## src/rtl/bhp_pkg.sv

```systemverilog
`timescale 1ns / 1ps
`default_nettype none
// ----------------------------------------------------------------------------
// bhp_pkg
// shared types, command and status codes, and header byte positions for the
// bmp header parser and pixel address generator
// ----------------------------------------------------------------------------
package bhp_pkg;

    localparam int DIM_BITS_DEF = 16;
    localparam int ADDR_W       = 32;
    localparam int ROW_BYTES_W  = 18;
    localparam int PX_TERM_W    = 18;

    // commands
    localparam logic [1:0] CMD_RESTART = 2'd0;
    localparam logic [1:0] CMD_BYTE    = 2'd1;
    localparam logic [1:0] CMD_QUERY   = 2'd2;
    localparam logic [1:0] CMD_NONE    = 2'd3;

    // header status codes
    localparam logic [2:0] ST_PENDING = 3'd0;
    localparam logic [2:0] ST_OK      = 3'd1;
    localparam logic [2:0] ST_SIG     = 3'd2;
    localparam logic [2:0] ST_PLANES  = 3'd3;
    localparam logic [2:0] ST_DEPTH   = 3'd4;
    localparam logic [2:0] ST_COMP    = 3'd5;
    localparam logic [2:0] ST_BIG     = 3'd6;

    localparam logic [15:0] BMP_SIG  = 16'h4D42;
    localparam logic [15:0] PLANES_1 = 16'd1;
    localparam logic [15:0] DEPTH_24 = 16'd24;
    localparam logic [15:0] DEPTH_32 = 16'd32;
    localparam logic [2:0]  PB_24    = 3'd3;
    localparam logic [2:0]  PB_32    = 3'd4;

    // header length and last byte position of each header field
    localparam logic [5:0] HDR_LEN        = 6'd34;
    localparam logic [5:0] POS_SIG_END    = 6'd1;
    localparam logic [5:0] POS_OFFSET_END = 6'd13;
    localparam logic [5:0] POS_WIDTH_END  = 6'd21;
    localparam logic [5:0] POS_HEIGHT_END = 6'd25;
    localparam logic [5:0] POS_PLANES_END = 6'd27;
    localparam logic [5:0] POS_DEPTH_END  = 6'd29;
    localparam logic [5:0] POS_COMP_END   = 6'd33;

    typedef struct packed {
        logic [1:0]  cmd;
        logic [7:0]  header_byte;
        logic [15:0] pixel_x;
        logic [15:0] pixel_y;
    } item_t;

    typedef struct packed {
        logic [2:0]             header_status;
        logic [ADDR_W-1:0]      pixel_address;
        logic                   address_valid;
        logic [ROW_BYTES_W-1:0] row_bytes;
        logic                   right_side_up;
    } result_t;

    // header state as reported after one word
    typedef struct packed {
        logic [2:0]             status;
        logic                   upright;
        logic [ROW_BYTES_W-1:0] row_bytes;
    } hdr_report_t;

    // header state seen by the address path
    typedef struct packed {
        logic              accepted;
        logic [ADDR_W-1:0] offset;
        logic [ADDR_W-1:0] height;
        logic              upright;
        logic [2:0]        pixel_bytes;
        logic [ADDR_W-1:0] stride;
    } hdr_view_t;

endpackage
`default_nettype wire

```

## src/rtl/bhp_parser.sv

```systemverilog
`timescale 1ns / 1ps
`default_nettype none
// ----------------------------------------------------------------------------
// bhp_parser
// header byte assembler, field checks and captured image geometry
// ----------------------------------------------------------------------------
module bhp_parser #(
    parameter int DIM_BITS = bhp_pkg::DIM_BITS_DEF
) (
    input  wire logic                clk,
    input  wire logic                rst_n,
    input  wire logic                take,
    input  wire bhp_pkg::item_t      item,
    output bhp_pkg::hdr_report_t     hdr_next,
    output bhp_pkg::hdr_view_t       hdr_view
);

    localparam int STRIDE_W = DIM_BITS + 2;

    logic [5:0]          byte_count_reg,   byte_count_next;
    logic [31:0]         field_shift_reg,  field_shift_next;
    logic [31:0]         image_offset_reg, image_offset_next;
    logic [DIM_BITS-1:0] image_width_reg,  image_width_next;
    logic [DIM_BITS-1:0] image_height_reg, image_height_next;
    logic                upright_reg,      upright_next;
    logic [2:0]          pixel_bytes_reg,  pixel_bytes_next;
    logic [STRIDE_W-1:0] row_stride_reg,   row_stride_next;
    logic [2:0]          parse_status_reg, parse_status_next;

    logic [31:0]         shifted;
    logic [15:0]         w16;
    logic [31:0]         mag;
    logic [STRIDE_W-1:0] width_x_pb;
    logic [STRIDE_W-1:0] stride_calc;

    assign shifted     = {item.header_byte, field_shift_reg[31:8]};
    assign w16         = shifted[31:16];
    assign mag         = shifted[31] ? (~shifted + 32'd1) : shifted;
    assign width_x_pb  = STRIDE_W'(image_width_reg) * STRIDE_W'(pixel_bytes_reg);
    assign stride_calc = (width_x_pb + STRIDE_W'(3)) & ~STRIDE_W'(3);

    always_comb
    begin
        byte_count_next   = byte_count_reg;
        field_shift_next  = field_shift_reg;
        image_offset_next = image_offset_reg;
        image_width_next  = image_width_reg;
        image_height_next = image_height_reg;
        upright_next      = upright_reg;
        pixel_bytes_next  = pixel_bytes_reg;
        row_stride_next   = row_stride_reg;
        parse_status_next = parse_status_reg;
        if (take)
        begin
            unique case (item.cmd)
                bhp_pkg::CMD_RESTART:
                begin
                    byte_count_next   = '0;
                    field_shift_next  = '0;
                    image_offset_next = '0;
                    image_width_next  = '0;
                    image_height_next = '0;
                    upright_next      = 1'b0;
                    pixel_bytes_next  = '0;
                    row_stride_next   = '0;
                    parse_status_next = bhp_pkg::ST_PENDING;
                end
                bhp_pkg::CMD_BYTE:
                begin
                    if (parse_status_reg == bhp_pkg::ST_PENDING &&
                        byte_count_reg < bhp_pkg::HDR_LEN)
                    begin
                        field_shift_next = shifted;
                        byte_count_next  = byte_count_reg + 6'd1;
                        unique case (byte_count_reg)
                            bhp_pkg::POS_SIG_END:
                            begin
                                if (w16 != bhp_pkg::BMP_SIG)
                                    parse_status_next = bhp_pkg::ST_SIG;
                            end
                            bhp_pkg::POS_OFFSET_END:
                            begin
                                image_offset_next = shifted;
                            end
                            bhp_pkg::POS_WIDTH_END:
                            begin
                                if (|shifted[31:DIM_BITS])
                                    parse_status_next = bhp_pkg::ST_BIG;
                                else
                                    image_width_next = shifted[DIM_BITS-1:0];
                            end
                            bhp_pkg::POS_HEIGHT_END:
                            begin
                                upright_next = shifted[31];
                                if (|mag[31:DIM_BITS])
                                    parse_status_next = bhp_pkg::ST_BIG;
                                else
                                    image_height_next = mag[DIM_BITS-1:0];
                            end
                            bhp_pkg::POS_PLANES_END:
                            begin
                                if (w16 != bhp_pkg::PLANES_1)
                                    parse_status_next = bhp_pkg::ST_PLANES;
                            end
                            bhp_pkg::POS_DEPTH_END:
                            begin
                                if (w16 == bhp_pkg::DEPTH_24)
                                    pixel_bytes_next = bhp_pkg::PB_24;
                                else if (w16 == bhp_pkg::DEPTH_32)
                                    pixel_bytes_next = bhp_pkg::PB_32;
                                else
                                    parse_status_next = bhp_pkg::ST_DEPTH;
                            end
                            bhp_pkg::POS_COMP_END:
                            begin
                                if (shifted != 32'd0)
                                    parse_status_next = bhp_pkg::ST_COMP;
                                else
                                begin
                                    row_stride_next   = stride_calc;
                                    parse_status_next = bhp_pkg::ST_OK;
                                end
                            end
                            default:
                            begin
                            end
                        endcase
                    end
                end
                bhp_pkg::CMD_QUERY, bhp_pkg::CMD_NONE:
                begin
                end
                default:
                begin
                end
            endcase
        end
    end

    always_ff @(posedge clk or negedge rst_n)
    begin
        if (!rst_n)
        begin
            byte_count_reg   <= '0;
            field_shift_reg  <= '0;
            image_offset_reg <= '0;
            image_width_reg  <= '0;
            image_height_reg <= '0;
            upright_reg      <= 1'b0;
            pixel_bytes_reg  <= '0;
            row_stride_reg   <= '0;
            parse_status_reg <= bhp_pkg::ST_PENDING;
        end
        else
        begin
            byte_count_reg   <= byte_count_next;
            field_shift_reg  <= field_shift_next;
            image_offset_reg <= image_offset_next;
            image_width_reg  <= image_width_next;
            image_height_reg <= image_height_next;
            upright_reg      <= upright_next;
            pixel_bytes_reg  <= pixel_bytes_next;
            row_stride_reg   <= row_stride_next;
            parse_status_reg <= parse_status_next;
        end
    end

    assign hdr_next.status    = parse_status_next;
    assign hdr_next.upright   = upright_next;
    assign hdr_next.row_bytes = bhp_pkg::ROW_BYTES_W'(row_stride_next);

    assign hdr_view.accepted    = (parse_status_reg == bhp_pkg::ST_OK);
    assign hdr_view.offset      = image_offset_reg;
    assign hdr_view.height      = bhp_pkg::ADDR_W'(image_height_reg);
    assign hdr_view.upright     = upright_reg;
    assign hdr_view.pixel_bytes = pixel_bytes_reg;
    assign hdr_view.stride      = bhp_pkg::ADDR_W'(row_stride_reg);

endmodule
`default_nettype wire

```

## src/rtl/bhp_addr.sv

```systemverilog
`timescale 1ns / 1ps
`default_nettype none
// ----------------------------------------------------------------------------
// bhp_addr
// two stage pixel address path: row times stride, then the three term sum
// ----------------------------------------------------------------------------
module bhp_addr (
    input  wire logic                      clk,
    input  wire logic                      s1_en,
    input  wire logic                      s2_en,
    input  wire bhp_pkg::item_t            item,
    input  wire bhp_pkg::hdr_view_t        hdr_view,
    output logic [bhp_pkg::ADDR_W-1:0]     pixel_address,
    output logic                           address_valid
);

    localparam int AW = bhp_pkg::ADDR_W;
    localparam int PW = bhp_pkg::PX_TERM_W;

    logic          query;
    logic [AW-1:0] row;
    logic [AW-1:0] row_prod;
    logic [PW-1:0] px_term;

    logic          valid_s1_reg;
    logic [AW-1:0] prod_s1_reg;
    logic [AW-1:0] base_s1_reg;
    logic [PW-1:0] px_s1_reg;
    logic [AW-1:0] addr_reg;
    logic          valid_reg;

    assign query    = (item.cmd == bhp_pkg::CMD_QUERY) && hdr_view.accepted;
    // bottom-up images count rows from the last stored row
    assign row      = hdr_view.upright ? AW'(item.pixel_y)
                                       : hdr_view.height - AW'(item.pixel_y) - AW'(1);
    assign row_prod = row * hdr_view.stride;
    assign px_term  = (hdr_view.pixel_bytes == bhp_pkg::PB_32)
                    ? {item.pixel_x, 2'b00}
                    : PW'({item.pixel_x, 1'b0}) + PW'(item.pixel_x);

    always_ff @(posedge clk)
    begin
        if (s1_en)
        begin
            valid_s1_reg <= query;
            prod_s1_reg  <= row_prod;
            base_s1_reg  <= hdr_view.offset;
            px_s1_reg    <= px_term;
        end
        if (s2_en)
        begin
            valid_reg <= valid_s1_reg;
            addr_reg  <= valid_s1_reg ? base_s1_reg + prod_s1_reg + AW'(px_s1_reg) : '0;
        end
    end

    assign pixel_address = addr_reg;
    assign address_valid = valid_reg;

endmodule
`default_nettype wire

```

## src/rtl/bmp_header_parse_pixel_address.sv

```systemverilog
`timescale 1ns / 1ps
`default_nettype none
// ----------------------------------------------------------------------------
// bmp_header_parse_pixel_address
// bmp header parser with pixel byte address generation
// ----------------------------------------------------------------------------
// Every input word gives exactly one result word, in order. A word is taken
// each cycle while the result side keeps up, so the sustained rate is one
// word per clock. A taken word is held in the input register; as it leaves,
// header state is updated and the 32 x 32 row times stride product is formed
// into the product register, and the final offset + product + column term
// sum then goes into the result register. Stall from the result side ripples
// back through the three stages, and an empty stage is always refilled, so
// a held result never blocks a bubble further upstream. Header bytes come in
// little-endian, 34 per header; status stays pending until a check fails or
// the compression word passes, and the first failing check sticks until a
// restart word.
// ----------------------------------------------------------------------------
module bmp_header_parse_pixel_address #(
    parameter int DIM_BITS = bhp_pkg::DIM_BITS_DEF
) (
    input  wire logic              clk,
    input  wire logic              rst_n,
    // input words
    input  wire logic              item_valid,
    output logic                   item_stall,
    input  wire bhp_pkg::item_t    item,
    // result words
    output logic                   result_valid,
    input  wire logic              result_stall,
    output bhp_pkg::result_t       result
);

    // pipeline occupancy
    logic                 s0_valid_reg;
    bhp_pkg::item_t       s0_item_reg;
    logic                 s1_valid_reg;
    bhp_pkg::hdr_report_t s1_hdr_reg;
    logic                 result_valid_reg;
    bhp_pkg::hdr_report_t out_hdr_reg;

    logic                 out_ready;
    logic                 s1_ready;
    logic                 s0_ready;
    logic                 s1_en;
    logic                 s2_en;

    bhp_pkg::hdr_report_t hdr_next;
    bhp_pkg::hdr_view_t   hdr_view;
    logic [bhp_pkg::ADDR_W-1:0] pixel_address;
    logic                 address_valid;

    // a stage can load when empty or when its word moves on this cycle
    assign out_ready  = !result_valid_reg || !result_stall;
    assign s1_ready   = !s1_valid_reg || out_ready;
    assign s0_ready   = !s0_valid_reg || s1_ready;
    assign s1_en      = s0_valid_reg && s1_ready;
    assign s2_en      = s1_valid_reg && out_ready;
    assign item_stall = !s0_ready;

    always_ff @(posedge clk or negedge rst_n)
    begin
        if (!rst_n)
        begin
            s0_valid_reg     <= 1'b0;
            s1_valid_reg     <= 1'b0;
            result_valid_reg <= 1'b0;
        end
        else
        begin
            if (s0_ready)
                s0_valid_reg <= item_valid;
            if (s1_ready)
                s1_valid_reg <= s0_valid_reg;
            if (out_ready)
                result_valid_reg <= s1_valid_reg;
        end
    end

    // payload registers
    always_ff @(posedge clk)
    begin
        if (s0_ready && item_valid)
            s0_item_reg <= item;
        if (s1_en)
            s1_hdr_reg <= hdr_next;
        if (s2_en)
            out_hdr_reg <= s1_hdr_reg;
    end

    // header state advances as a word leaves the input register, so a query
    // always sees every header byte taken before it
    bhp_parser #(
        .DIM_BITS (DIM_BITS)
    ) u_parser (
        .clk      (clk),
        .rst_n    (rst_n),
        .take     (s1_en),
        .item     (s0_item_reg),
        .hdr_next (hdr_next),
        .hdr_view (hdr_view)
    );

    bhp_addr u_addr (
        .clk           (clk),
        .s1_en         (s1_en),
        .s2_en         (s2_en),
        .item          (s0_item_reg),
        .hdr_view      (hdr_view),
        .pixel_address (pixel_address),
        .address_valid (address_valid)
    );

    assign result_valid         = result_valid_reg;
    assign result.header_status = out_hdr_reg.status;
    assign result.pixel_address = pixel_address;
    assign result.address_valid = address_valid;
    assign result.row_bytes     = out_hdr_reg.row_bytes;
    assign result.right_side_up = out_hdr_reg.upright;

endmodule
`default_nettype wire

```

## config.mk

```make
export PLATFORM = sky130hd
export DESIGN_NAME = bmp_header_parse_pixel_address
export DESIGN_NICKNAME = d
export VERILOG_FILES = /design/src/rtl/bhp_pkg.sv /design/src/rtl/bhp_parser.sv /design/src/rtl/bhp_addr.sv /design/src/rtl/bmp_header_parse_pixel_address.sv
export SDC_FILE = /design/constraint.sdc
export NUM_CORES = 2
export LEC_CHECK = 0
export BUFFER_PORTS_ARGS = -buffer_cell sky130_fd_sc_hd__buf_2
export CAP_MARGIN = 20
export CORE_ASPECT_RATIO = 1.2
export CORE_UTILIZATION = 45
export DETAILED_ROUTE_END_ITERATION = 12
export SLEW_MARGIN = 20
export SYNTH_ARGS = -nofsm -noshare
export SYNTH_HDL_FRONTEND = slang
export SYNTH_SLANG_ARGS = --single-unit
```

## constraint.sdc

```tcl
create_clock -name clk -period 9.8 [get_ports clk]
set_input_delay 1.47 -clock clk [delete_from_list [all_inputs] [get_ports clk]]
set_output_delay 1.47 -clock clk [all_outputs]
set_load 0.05 [all_outputs]
```

After elaboration in Yosys (flattened, before gate mapping)
Cells that the tools add are included.

Add/subtract/negate cells: 8. Multiply operators: 2. Magnitude comparators: 1. Equal/unequal tests: 23. Muxes and demuxes: 43. Bitwise logic cells: 1. Reductions and logical operators: 24.

Operators by type and width (count): $mux 32 (5); $pmux 32 s2 (2); $mux 16 (6); $mux 18 (5); $pmux 16 s2 (2); $mux 3 (13); $pmux 18 s2 (1); $add 32x1->32 const B (1); $add 32x18->32 (1); $add 32x32->32 (1); $mul 32x18->32 (1); $not 32->32 (1); $reduce_bool 32->1 (1); $reduce_or 16->1 (2); $sub 32x1->32 const B (1); $eq 6x5->1 const B (4); $add 17x16->18 (1); $add 18x2->18 const B (1); $mul 16x3->18 (1); $pmux 3 s6 (1); $sub 16x16->17 (1); $eq 16x5->1 const B (1); $eq 16x6->1 const B (1); $ne 16x1->1 const B (1); 27 further kinds (47).

Flip-flop bits (word level): 332. Output and inout bits: 57. Word-level logic and storage cells: 131.

Longest topological paths before layout
Word-level depth: 9. Gate-level depth with buffers: 37. Depth with buffers taken out: 36.

Modules after synthesis
Synthesis repeated with hierarchy kept, for this count alone.

Cell total of the unflattened synthesis: 3400. Area total of the unflattened synthesis: 33706.1 µm².

Modules (own cells, without submodules): bhp_addr (times used 1, cells an instance 2437, area an instance 23327.4 µm², sequential area each 3483.3 µm²); bhp_parser (times used 1, cells an instance 864, area an instance 7657.3 µm², sequential area each 2952.8 µm²); bmp_header_parse_pixel_address (times used 1, cells an instance 99, area an instance 2721.4 µm², sequential area each 2657.5 µm²).

Worst setup path after synthesis
No wires, ideal clock.

Kind: flip-flop to flip-flop. Start: register s0_item_reg[0] (netlist name). End: register u_addr.prod_s1_reg[30] (data pin). Library setup time: 258 ps. Arrival time: 8793 ps. Data required time: 9542 ps. Path slack: 749 ps. Cell stages (with the launch flop): 34. Clock period less this slack: 9051 ps. Cells stage by stage: edfxtp_1 > ha_1 > fa_1 > nand2b_1 > a21oi_1 > o21ai_0 > o211ai_1 > nand4_1 > nor4b_1 > xor2_1 > a21oi_1 > clkbuf_1 > nand2_1 > fa_1 > fa_1 > fa_1 > fa_1 > inv_1 > fa_1 > inv_1 > fa_1 > inv_1 > ha_1 > a21o_1 > a21o_1 > a21o_1 > a21oi_1 > o221ai_1 > a21oi_1 > o21ai_0 > a2111oi_0 > o21bai_1 > a21oi_1 > xnor2_1.

Longest elaborated chain between the ends: 4.

Ends and longest elaborated chain: start, declared (RTL line bmp_header_parse_pixel_address.sv:36) `bhp_pkg::item_t s0_item_reg;`; start signal, assigned (RTL line bmp_header_parse_pixel_address.sv:84) `s0_item_reg <= item;`; $sub 16x16->17 (RTL line bhp_addr.sv:35) `: hdr_view.height - AW'(item.pixel_y) - AW'(1);`; $sub 32x1->32 (RTL line bhp_addr.sv:35); $mux 32 * (RTL line bhp_addr.sv:34) `assign row = hdr_view.upright ? AW'(item.pixel_y)`; $mul 32x18->32 * (RTL line bhp_addr.sv:36) `assign row_prod = row * hdr_view.stride;`; net u_addr.row_prod[30] (RTL line bhp_addr.sv:22) `logic [AW-1:0] row_prod;`; end signal, assigned (RTL line bhp_addr.sv:46) `prod_s1_reg <= row_prod;`; end, declared (RTL line bhp_addr.sv:26) `logic [AW-1:0] prod_s1_reg;`.

Mark *: on every way through the listed nets, which the timed path passes. The rest lies on a longest branch. A chain may end at the register's enable or synchronous reset.

Worst setup path after layout
Ends and elaborated chain as after synthesis.

==> results.yml <==
detailed_routing:
  wl_per_cell_um: 19.7
  wirelength_mm: 81.2
  vias: 22074
  postRouteAntennaNets: 0
  dr.pass1.iters: 6
  drt-met1-wl_mm: 33.4
  viasPerCell: 5.35
  first_iter_violations: 1488
  drc: 0
  wl_met3_mm: 3.52
  top_layer_used: "met4"
  met2_length_mm: 41.5
cells_and_area:
  final_cells: 4123
  layout-drive-gt1-share: 0.0817
  largest_reg_flops: 42
  area_growth_pct: 9.41
  diodes: 0
  nets: 3796
global_route:
  grt_pass1_vias: 23362
  track_usage: 0.245
  antenna_found_initial: 4
  grt_pass1_wl_mm: 128
  grt-ovfl-total: 0
  grt_start_max_net_pins: 74
power:
  leakage_uw: 0.0155
  power_density_nw_per_um2: 121
  irDropWorstVdd_mv: 0.175
sta:
  timing.fmax_ghz: 0.108
  hold_violations: 0
  tns_ns: 0
  slew_viol_final: 0
  period_minus_slack_ns: 9.28
  finalHoldWorstSlack_ns: 0.417
  maxSlewHeadroom: 0.279
  tightest_slew_ns: 1.08
  finClkSkew_ns: 0.0312
  fin_crit_sh: 0.947
  finalSetupViolCount: 0
yosys:
  syn_avg_cell_area_um2: 9.64
  synth-seq-area-share: 0.301
  ys_async_sr_fraction: 0.375
  synth_area_leaders: "fa_1, edfxtp_1, dfrtp_1, ha_1, inv_1"
  syn_inst: 3140
  synth_warnings: 0
  synth.top_cell.area_share: 0.244
  ys.flop_type: "edfxtp_1"
  synth_most_common_cell: "inv_1"
  synth_nets: 3733
  synthTopCellsByCount: "inv_1, nand2_1, fa_1, edfxtp_1, and2_1"
  ys_types: 75
  synth-edff-count: 202
  syn_area_um2: 30300
  synth_area_leader_cell: "fa_1"
  synth-seq-cells: 323
clocking:
  clkSinkCount: 323
  htreeDepth: 2
  insertion_delay_ns: 0.57
  cts_tree: "built"
  cts_hold_buf: 0
  cts_made_buffers: 37
  clkTransAtPathRegs_ns: 0.06
  root_buffer: "clkbuf_16"
  cts.path.max_buffers: 3
worst_hold_path:
  hold_path_depth: 0
  min_path_type: "reg -> reg"
floorplanning:
  ioPinCount: 103
  fp.dieArea_um2: 68300
  initial_core_util: 0.458
  core_area_um2: 66100
  die_x_um: 239
  dieHeight_um: 286
  rows: 103
place:
  place_congestion: 0.908
  post-dp-hpwl_mm: 63.8
  io_buffers: 102
  place_inst: 4054
worst_setup_path:
  worst_r2r_path_depth: 36
  cp.arrival_ns: 9.58
  startpoint_type: "register"
  worstPathMaxFanout: 16
  r2r_slack_ns: 0.52
  cp_common_cell: "fa_1"
  slowest_delay_ns: 0.55
  slowest_stage: "fa_1"
  worstPathRequired_ns: 10.11
  cp-end-kind: "register"
  critPathKind: "reg -> reg"
run:
  max-cap-violations: 0
outcome:
  outcome: "completed"
layer usage:
metal,vias to the layer above,GRT usage
met5,-,0
met3,141,0.0279
met2,541,0.435
li1,10260,-
met4,0,0.0885
met1,11132,0.304
repair_timing:
action                                  in CTS  in global routing
buffers inserted                             0                  2
endpoints found under the setup margin       0                  6
hold endpoints to repair                     0                  0
resized for setup                            0                  7
worst paths after layout:
check / from / endpoint
min reg2reg: s1_hdr_reg[7]$_DFFE_PP_ / result[8]$_DFFE_PP_
min in group asynchronous: rst_n / u_parser.byte_count_reg[5]$_DFFE_PN0P_
max in group asynchronous: rst_n / u_parser.image_offset_reg[24]$_DFFE_PN0P_
max reg2reg: s0_item_reg[0]$_DFFE_PP_ / u_addr.prod_s1_reg[30]$_DFFE_PP_
max: s0_item_reg[0]$_DFFE_PP_ / u_addr.prod_s1_reg[30]$_DFFE_PP_
min: s1_hdr_reg[7]$_DFFE_PP_ / result[8]$_DFFE_PP_
where the power goes:
part | total, µW | switching, µW | internal, µW
combinational | 923 | 621 | 302
clock | 1420 | 583 | 833
sequential | 1650 | 69.9 | 1580
total | 3990 | 1270 | 2720
kinds of logic (layout without fill, tap and decap cells):
group                    count (synthesis)  in the layout  synth area share
flip-flops                             323            323             0.301
XOR/XNOR                               123            123            0.0365
adder cells (fa/ha/maj)                547            547             0.318
AO/OA/AOI/OAI                          467            467            0.0963
AND/OR/NAND/NOR                        970            970             0.158
multiplexers                             9              9           0.00310
buffers and inverters                  701            792            0.0876
cell type report:
class | count | area, µm²
clock inverter | 19 | 218
fill | 6077 | 33000
tap | 892 | 1120
timing repair buffer | 152 | 913
sequential | 323 | 9090
multi-input combinational | 2116 | 18600
inverter | 573 | 2150
clock buffer | 48 | 1030
cell usage in the layout, fill, tap and decap left out, types with 10 or more instances in the layout:
master     instances
inv_1            572
nand2_1          374
fa_1             369
edfxtp_1         202
and2_1           185
ha_1             178
o21ai_0          166
dfrtp_1          121
nor2_1           118
buf_2            101
a21oi_1           96
nand3_1           91
xnor2_1           78
buf_4             49
xor2_1            43
nor3_1            38
clkbuf_16         38
nor2b_1           29
a21o_1            26
o31ai_1           22
nand2b_1          21
or3_1             20
o21a_1            17
a31oi_1           17
a211oi_1          15
nand4_1           15
and3_1            13
o21bai_1          13
o21ai_1           12
or2_2             12
or4_1             11
nor4_1            10
o211ai_1          10
o31ai_2           10
stage by stage:
stage / worst slack [ns] / util / power, µW / cell area (µm²)
floorplan: 0.749 / - / 2330 / 30300
global placement: 0.434 / 0.481 / 2580 / 31800
detailed placement: 0.175 / 0.481 / 2600 / 31800
CTS: 0.175 / 0.500 / 4020 / 33100
global route: -0.0405 / 0.501 / 4180 / 33100
finish: 0.522 / 0.501 / 3990 / 33100
worst max-delay path, delay by kind of cell, from the launching register on:
kind	cells	cell delay, ns
compound gates	14	2.86
xor+xnor	2	0.21
fa+ha+maj	9	4.02
buf+inv	7	0.76
flops	1	0.41
simple gates	4	0.77
(Power assumes the default switching activity.)
